==> src/rtl/core/ptm_pkg.sv <==
// shared constants, map tables and types for the pedal torque map core
package ptm_pkg;

    localparam int PEDAL_W    = 16;
    localparam int TORQUE_W   = 15;
    localparam int WHOLE_W    = 7;
    localparam int SLOPE_W    = 17;
    localparam int PROD_W     = PEDAL_W + SLOPE_W;
    localparam int FRAC_SHIFT = 16;
    localparam int CFG_W      = 16;
    localparam int CFG_IDX_W  = 2;
    localparam int S_DATA_W   = 32;
    localparam int M_DATA_W   = 32;
    localparam int MAP_POINTS = 6;

    typedef logic [PEDAL_W-1:0]  pedal_t;
    typedef logic [TORQUE_W-1:0] torque_t;
    typedef logic [SLOPE_W-1:0]  slope_t;

    localparam pedal_t PEDAL_PTS [MAP_POINTS] = '{
        16'd9830, 16'd22938, 16'd32768, 16'd42598, 16'd49152, 16'd62259
    };
    localparam torque_t TORQUE_PTS [MAP_POINTS] = '{
        15'd0, 15'd3840, 15'd6400, 15'd7680, 15'd16640, 15'd19200
    };
    localparam slope_t SEG_SLOPE [MAP_POINTS-1] = '{
        17'd19198, 17'd17067, 17'd8533, 17'd89594, 17'd12800
    };

    localparam logic [CFG_IDX_W-1:0] REG_ACCEL_FAULT_THR = 2'd0;
    localparam logic [CFG_IDX_W-1:0] REG_BRAKE_FAULT_THR = 2'd1;
    localparam logic [CFG_IDX_W-1:0] REG_BRAKE_LIGHT_THR = 2'd2;

    localparam logic [CFG_W-1:0] ACCEL_FAULT_THR_RST = 16'd3277;
    localparam logic [CFG_W-1:0] BRAKE_FAULT_THR_RST = 16'd0;
    localparam logic [CFG_W-1:0] BRAKE_LIGHT_THR_RST = 16'd19661;

    typedef struct packed {
        pedal_t  offset;
        slope_t  slope;
        torque_t base;
    } seg_sel_t;

endpackage

==> src/rtl/core/ptm_seg_select.sv <==
// map segment lookup: base torque, slope and offset into the segment
module ptm_seg_select
    import ptm_pkg::*;
(
    input  pedal_t   accel,
    output seg_sel_t seg
);

    always_comb begin
        seg.offset = '0;
        seg.slope  = '0;
        seg.base   = TORQUE_PTS[MAP_POINTS-1];
        if (accel <= PEDAL_PTS[0]) begin
            seg.base = TORQUE_PTS[0];
        end else if (accel >= PEDAL_PTS[MAP_POINTS-1]) begin
            seg.base = TORQUE_PTS[MAP_POINTS-1];
        end else begin
            // lowest segment whose upper end covers the position wins
            for (int k = MAP_POINTS - 2; k >= 0; k--) begin
                if (accel <= PEDAL_PTS[k+1]) begin
                    seg.offset = accel - PEDAL_PTS[k];
                    seg.slope  = SEG_SLOPE[k];
                    seg.base   = TORQUE_PTS[k];
                end
            end
        end
    end

endmodule

==> src/rtl/core/pedal_torque_map_with_plausibility_core.sv <==
// top level of the pedal torque map core with brake plausibility check
//
// input stream s_*: one word per sample, accel and brake positions in Q0.16.
// output stream m_*: one word per sample with torque in Q7.8 Nm, whole Nm,
// brake light, plausible and the sticky inverter fault flag.
// config port cfg_*: register writes take effect at the clock edge with
// cfg_wr_en high; index 3 is ignored. write only while the core is empty.
// two register stages: the input register, then segment lookup, plausibility
// and the map multiply-add into the output register. an accepted input word
// passes the input register, then the output register; one sample is accepted
// every cycle while not stalled; lookup plus multiply-add sets the cycle time.
// each stage advances when the stage after it is empty or moving, so a
// stalled receiver fills both registers and then drops s_tready.
// reset empties the pipeline, clears the fault latch and loads the
// threshold registers with their defaults.
module pedal_torque_map_with_plausibility_core
    import ptm_pkg::*;
(
    input  logic                 aclk,
    input  logic                 aresetn,
    input  logic                 s_tvalid,
    output logic                 s_tready,
    // [15:0] accel_position, [31:16] brake_position
    input  logic [S_DATA_W-1:0]  s_tdata,
    output logic                 m_tvalid,
    input  logic                 m_tready,
    // [14:0] torque_command, [21:15] torque_whole_nm, [22] brake_light,
    // [23] plausible, [24] inverter_fault, [31:25] zero
    output logic [M_DATA_W-1:0]  m_tdata,
    input  logic                 cfg_wr_en,
    input  logic [CFG_IDX_W-1:0] cfg_wr_index,
    input  logic [CFG_W-1:0]     cfg_wr_data
);

    logic [CFG_W-1:0] accel_thr_reg;
    logic [CFG_W-1:0] brake_thr_reg;
    logic [CFG_W-1:0] light_thr_reg;

    logic     in_valid_reg;
    pedal_t   accel_reg;
    pedal_t   brake_reg;

    logic     fault_reg;
    logic     fault_next;

    logic     out_valid_reg;
    torque_t  torque_reg;
    logic     out_light_reg;
    logic     out_ok_reg;
    logic     out_fault_reg;

    logic     out_ready;
    logic     in_ready;
    seg_sel_t seg;
    logic     implausible;
    logic [PROD_W-1:0]       prod;
    logic [TORQUE_W+2:0]     sum;
    torque_t                 torque;

    // config registers
    always_ff @(posedge aclk) begin
        if (!aresetn) begin
            accel_thr_reg <= ACCEL_FAULT_THR_RST;
            brake_thr_reg <= BRAKE_FAULT_THR_RST;
            light_thr_reg <= BRAKE_LIGHT_THR_RST;
        end else if (cfg_wr_en) begin
            case (cfg_wr_index)
                REG_ACCEL_FAULT_THR: accel_thr_reg <= cfg_wr_data;
                REG_BRAKE_FAULT_THR: brake_thr_reg <= cfg_wr_data;
                REG_BRAKE_LIGHT_THR: light_thr_reg <= cfg_wr_data;
                default: ;
            endcase
        end
    end

    assign out_ready = !out_valid_reg || m_tready;
    assign in_ready  = !in_valid_reg || out_ready;
    assign s_tready  = in_ready;

    // input register
    always_ff @(posedge aclk) begin
        if (!aresetn) begin
            in_valid_reg <= 1'b0;
        end else if (in_ready) begin
            in_valid_reg <= s_tvalid;
        end
    end

    always_ff @(posedge aclk) begin
        if (in_ready && s_tvalid) begin
            accel_reg <= s_tdata[PEDAL_W-1:0];
            brake_reg <= s_tdata[2*PEDAL_W-1:PEDAL_W];
        end
    end

    // segment lookup, plausibility and interpolation
    ptm_seg_select u_seg_select (
        .accel (accel_reg),
        .seg   (seg)
    );

    assign implausible = (accel_reg > accel_thr_reg) && (brake_reg > brake_thr_reg);
    assign fault_next  = fault_reg || implausible;

    assign prod   = PROD_W'(seg.offset) * PROD_W'(seg.slope);
    assign sum    = (TORQUE_W+3)'(seg.base) + (TORQUE_W+3)'(prod[PROD_W-1:FRAC_SHIFT]);
    assign torque = implausible ? '0 : sum[TORQUE_W-1:0];

    always_ff @(posedge aclk) begin
        if (!aresetn) begin
            out_valid_reg <= 1'b0;
            fault_reg     <= 1'b0;
        end else if (out_ready) begin
            out_valid_reg <= in_valid_reg;
            if (in_valid_reg) begin
                fault_reg <= fault_next;
            end
        end
    end

    always_ff @(posedge aclk) begin
        if (out_ready && in_valid_reg) begin
            torque_reg    <= torque;
            out_light_reg <= (brake_reg >= light_thr_reg);
            out_ok_reg    <= !implausible;
            out_fault_reg <= fault_next;
        end
    end

    assign m_tvalid = out_valid_reg;
    assign m_tdata  = {
        (M_DATA_W-TORQUE_W-WHOLE_W-3)'(0),
        out_fault_reg,
        out_ok_reg,
        out_light_reg,
        torque_reg[TORQUE_W-1:TORQUE_W-WHOLE_W],
        torque_reg
    };

    a_fault_sticky: assert property (@(posedge aclk) disable iff (!aresetn)
        fault_reg |=> fault_reg)
        else $error("fault latch cleared without reset");

    a_zero_on_fault: assert property (@(posedge aclk) disable iff (!aresetn)
        (out_valid_reg && !out_ok_reg) |-> (torque_reg == '0 && out_fault_reg))
        else $error("implausible word carries torque or no fault");

    a_torque_max: assert property (@(posedge aclk) disable iff (!aresetn)
        out_valid_reg |-> (torque_reg <= TORQUE_PTS[MAP_POINTS-1]))
        else $error("torque above map maximum");

    a_fault_order: assert property (@(posedge aclk) disable iff (!aresetn)
        (in_valid_reg && out_ready && fault_reg) |=> out_fault_reg)
        else $error("fault flag lost between stages");

endmodule

==> config.mk <==
export PLATFORM = sky130hd
export DESIGN_NAME = pedal_torque_map_with_plausibility_core
export DESIGN_NICKNAME = d
export VERILOG_FILES = /design/src/rtl/core/ptm_pkg.sv /design/src/rtl/core/ptm_seg_select.sv /design/src/rtl/core/pedal_torque_map_with_plausibility_core.sv
export SDC_FILE = /design/constraint.sdc
export NUM_CORES = 1
export LEC_CHECK = 0
export CORE_UTILIZATION = 50
export CTS_CLUSTER_DIAMETER = 200
export DETAILED_ROUTE_END_ITERATION = 8
export DONT_BUFFER_PORTS = 1
export GPL_TIMING_DRIVEN = 0
export PLACE_DENSITY_LB_ADDON = 0.08
export SYNTH_ARGS = -nofsm -noshare
export SYNTH_HDL_FRONTEND = slang
export SYNTH_HIERARCHICAL = 1
export SYNTH_SLANG_ARGS = --single-unit
==> constraint.sdc <==
create_clock -name aclk -period 24.8 [get_ports aclk]
set_clock_uncertainty 0.05 [all_clocks]
set_input_delay 4.96 -clock aclk [delete_from_list [all_inputs] [get_ports aclk]]
set_output_delay 4.96 -clock aclk [all_outputs]
set_load 0.005 [all_outputs]
# Word-level counts from Yosys, hierarchy flattened
# Cells that the tools add are included.
word_totals:
  register_bits: 101
  latchBits: 0
  ramBits: 0
  romBits: 0
  in_bits: 55
  out_inout_bits: 34
  elab_cells: 54
  memories: 0
op_classes:
  add_sub_neg: 6
  multipliers: 1
  div_mod_pow: 0
  magnitude_cmp: 10
  n_eq_ne: 2
  shift: 0
  muxes: 9
  bitwise: 0
  n_reduce_logical: 14
op_table:
  columns: ["cell", "n"]
  rows:
  - ["48-bit 2-to-1 mux", 5]
  - ["33-bit 2-to-1 mux", 2]
  - ["16-bit <= comparator (second input constant)", 4]
  - ["16-bit subtractor (second input constant)", 3]
  - ["16-bit > comparator", 2]
  - ["16-bit by 17-bit multiplier with 31-bit output", 1]
  - ["15-bit 2-to-1 mux", 2]
  - ["16-bit greater-or-equal comparator", 1]
  - ["16-bit greater-or-equal comparator (second input constant)", 1]
  - ["16-bit by 14-bit <= comparator with 1-bit output (second input constant)", 1]
  - ["16-bit by 15-bit <= comparator with 1-bit output (second input constant)", 1]
  - ["16-bit by 14-bit subtractor with 16-bit output (second input constant)", 1]
  - ["16-bit by 15-bit subtractor with 16-bit output (second input constant)", 1]
  - ["15-bit adder", 1]
  - ["2-bit AND reduction", 4]
  - ["1-bit logical AND", 3]
  - ["1-bit zero test", 3]
  - ["1-bit logical OR", 3]
  - ["2-bit by 1-bit == test with 1-bit output (second input constant)", 1]
  - ["2-bit == test (second input constant)", 1]
  - ["2-bit zero test", 1]

# Logic depth before layout (Yosys ltp)
depth:
  depth_word: 10
  depth_mapped: 44
  depth_no_buf: 41

# Hierarchy
# The synthesis kept the hierarchy.
modules_own_cells:
  columns: ["module", "instances", "cells_per_inst", "area_per_inst_um2", "seq_area_each_um2"]
  rows:
  - ["pedal_torque_map_with_plausibility_core", 1, 1459, 13535.5, 2522.4]
  - ["ptm_seg_select", 1, 278, 1880.6, 0.0]

# Worst setup path before layout
# No wires, ideal clock.
synth_timing:
  path_type: "input port to output port"
  start: "input port m_tready"
  end: "output port s_tready"
  t_arrival_ns: 5.243
  t_required_ns: 19.790
  setup_slack_ns: 14.547
  path_stages: 2
  n_path_buf: 0
  path_cell_list: "nor2b_1 nand2_1"
synth_via:
  elab_chain_cells: 2
synth_rtl:
  columns: ["element", "line_no", "rtl"]
  rows:
  - ["start, declared", "pedal_torque_map_with_plausibility_core.sv:26", "input logic m_tready,"]
  - ["1-bit logical OR", "pedal_torque_map_with_plausibility_core.sv:76", "assign out_ready = !out_valid_reg || m_tready;"]
  - ["1-bit logical OR", "pedal_torque_map_with_plausibility_core.sv:77", "assign in_ready = !in_valid_reg || out_ready;"]
  - ["end, declared", "pedal_torque_map_with_plausibility_core.sv:22", "output logic s_tready,"]
# Every way passes these cells.

==> reports/metrics.yaml <==
final_cell_mix: "inv_1 (301), nand2_1 (286), fa_1 (207)"
antenna_left: 0
ys_seq_area_share_pct: 16.4
ir_drop_uv: 287
synth_edf_count: 50
worstPathArrival_ns: 11.58
grt.total_usage_pct: 26.7
wirelength_um: 39000
ys_warn_count: 6
clk_latency_ns: 0.36
core_region_area_um2: 30000
drt_first_pass_iters: 5
slew-limit-headroom_pct: 9.94
final_common_cell: "inv_1"
vias: 11628
row_count: 63
max_slew.worst_pin.slew_ns: 1.35
cp_max_fo: 10
gp_congestion: 0.939
timing.fmax_mhz: 86.7
syn_to_final_growth_pct: 5.33
final-hold-violation-count: 0
end_kind: "flip-flop"
cts_buffer_depth: 2
period_share_pct: 46.5
grt_pass1_wl_um: 64400
yosys-top-cells-area: "fa_1 (27%), ha_1 (13%), edfxtp_1 (9.7%), inv_1 (7.3%), nand2_1 (7.0%)"
rsz0062_at_grt: "no"
fin_ws_ns: 13.27
max_stage_delay_ns: 1.00
synth_top_area_share_pct: 26.9
drive_gt1_share_pct: 5.88
synth_area_leader_cell: "fa_1"
nets: 2190
critPathLaunchType: "flip-flop"
die_x_um: 178
post_cts_buffers: 0
initial_core_util_pct: 51.5
async_flop_share_pct: 0
clk_pin_slew_ns: 0.07
cts_tree: "yes"
post_cts_resized: 0
synth_area_per_cell_um2: 8.88
grt_pass1_vias: 12269
antenna_found_initial: 0
leakagePower_nw: 7.56
port_buffers: 0
ys.flop_type: "dfxtp_1"
cts_max_level: 3
dp_hpwl_um: 32400
wl_per_cell_um: 18.1
n_antenna_cell: 0
clock_sinks: 101
worstSetupPathType: "reg -> reg"
hp-class: "reg -> reg"
maxCapViolations: 0
grt_max_degree: 33
totalPowerFinal_mw: 2.45
drcViolationCount: 0
ys_ff_latch: 101
die_h_um: 178
syn_area_um2: 15400
status: "finished clean"
slew_viol_final: 0
slowest_stage: "nor3_1"
required_ns: 24.84
synthCells: 1737
layout_min_cycle_time_ns: 11.53
ctsHoldBuffers: 0
via_per_inst: 5.39
finalSetupViolCount: 0
crit_top_cell: "fa_1"
fin_setup_tns_ns: 0
numCtsBuffers: 9
clock-root-buffer: "clkbuf_16"
place_ws_ns: 13.29
powerDensity_nw_per_um2: 151
synth_cell_types: 85
drt_iter0_drc: 601
io_pins: 89
overflow: 0
dieArea_um2: 31500
[layer usage]
layer  GRT usage (%)  wire, µm  vias to the layer above
met3            3.81      2120                       75
li1                -         -                     5555
met5               0         0                        -
met2            45.2     18600                      321
met4            9.76      1240                        0
met1            34.5     17000                     5677
[power breakdown]
part | switching [mW] | leakage (nW) | internal [mW]
clock network | 0.0641 | 0.132 | 0.0694
registers | 0.0125 | 0.899 | 0.248
logic | 1.17 | 6.53 | 0.880
total | 1.25 | 7.56 | 1.20
[layout make-up]
cell class                      count  area, µm²
Fill cell                        2855      13700
Multi-Input combinational cell   1239      11200
Sequential cell                   101       2520
Inverter                          301       1130
Buffer                            111        599
Tap cell                          390        488
Clock buffer                       11        233
Clock inverter                      5       41.3
[Yosys cell counts (all sizes together) (21+ instances only)]
library cell and count:
fa 207, o21ai 39, dfxtp 51, a21oi 46
ha 165, o211ai 23, inv 301, nand2 286
and2 116, edfxtp 50, a21o 26, a21boi 33
clkbuf 59, xnor2 27, buf 52, nor2 55
nand3 21
[critical path: cells and delay by family (launching register included)]
| family | cells | cell delay (ns) |
|---|---|---|
| xor gates and xnor gates | 2 | 0.54 |
| AOI/OAI and AO/OA | 10 | 2.45 |
| adders and majority gates | 9 | 3.89 |
| and+or+nand+nor | 9 | 2.18 |
| DFF | 1 | 0.47 |
| buffers and inverters | 7 | 1.67 |
[through the flow]
stage          area, µm²  util, %  instances  hold WS, ns
5_1_grt            16200     54.2       2158        0.444
4_1_cts            16200     54.2       2158        0.418
2_1_floorplan      15500        -       1752        0.393
6_report           16200     54.2       2158        0.417
3_3_place_gp       16000     53.3       2142        0.402
3_5_place_dp       16000     53.3       2142        0.408
[final timing paths]
path                                       from                            end  slack, ns  cells after the start
setup / recovery        accel_reg[14]$_DFFE_PP_   torque_reg[14]$_SDFFCE_PP0P_      13.27                     37
hold / removal    light_thr_reg[9]$_SDFFE_PN0P_  light_thr_reg[9]$_SDFFE_PN0P_       0.42                      2
setup reg to reg        accel_reg[14]$_DFFE_PP_   torque_reg[14]$_SDFFCE_PP0P_      13.27                     37
hold reg to reg   light_thr_reg[9]$_SDFFE_PN0P_  light_thr_reg[9]$_SDFFE_PN0P_       0.42                      2
[logic make-up (layout without fill, tap and decap cells)]
| kind of cell | Yosys count | in the layout | share of synthesized area (%) |
|---|---|---|---|
| buffers and inverters | 412 | 428 | 11.2 |
| AO/OA/AOI/OAI | 253 | 253 | 12.2 |
| XOR/XNOR | 36 | 36 | 2.13 |
| other | 2 | 17 | 0.0487 |
| AND/OR/NAND/NOR | 561 | 561 | 17.8 |
| adder cells (fa/ha/maj) | 372 | 372 | 40.3 |
| flip-flops | 101 | 101 | 16.4 |
Power figures use the tool's default switching activity.
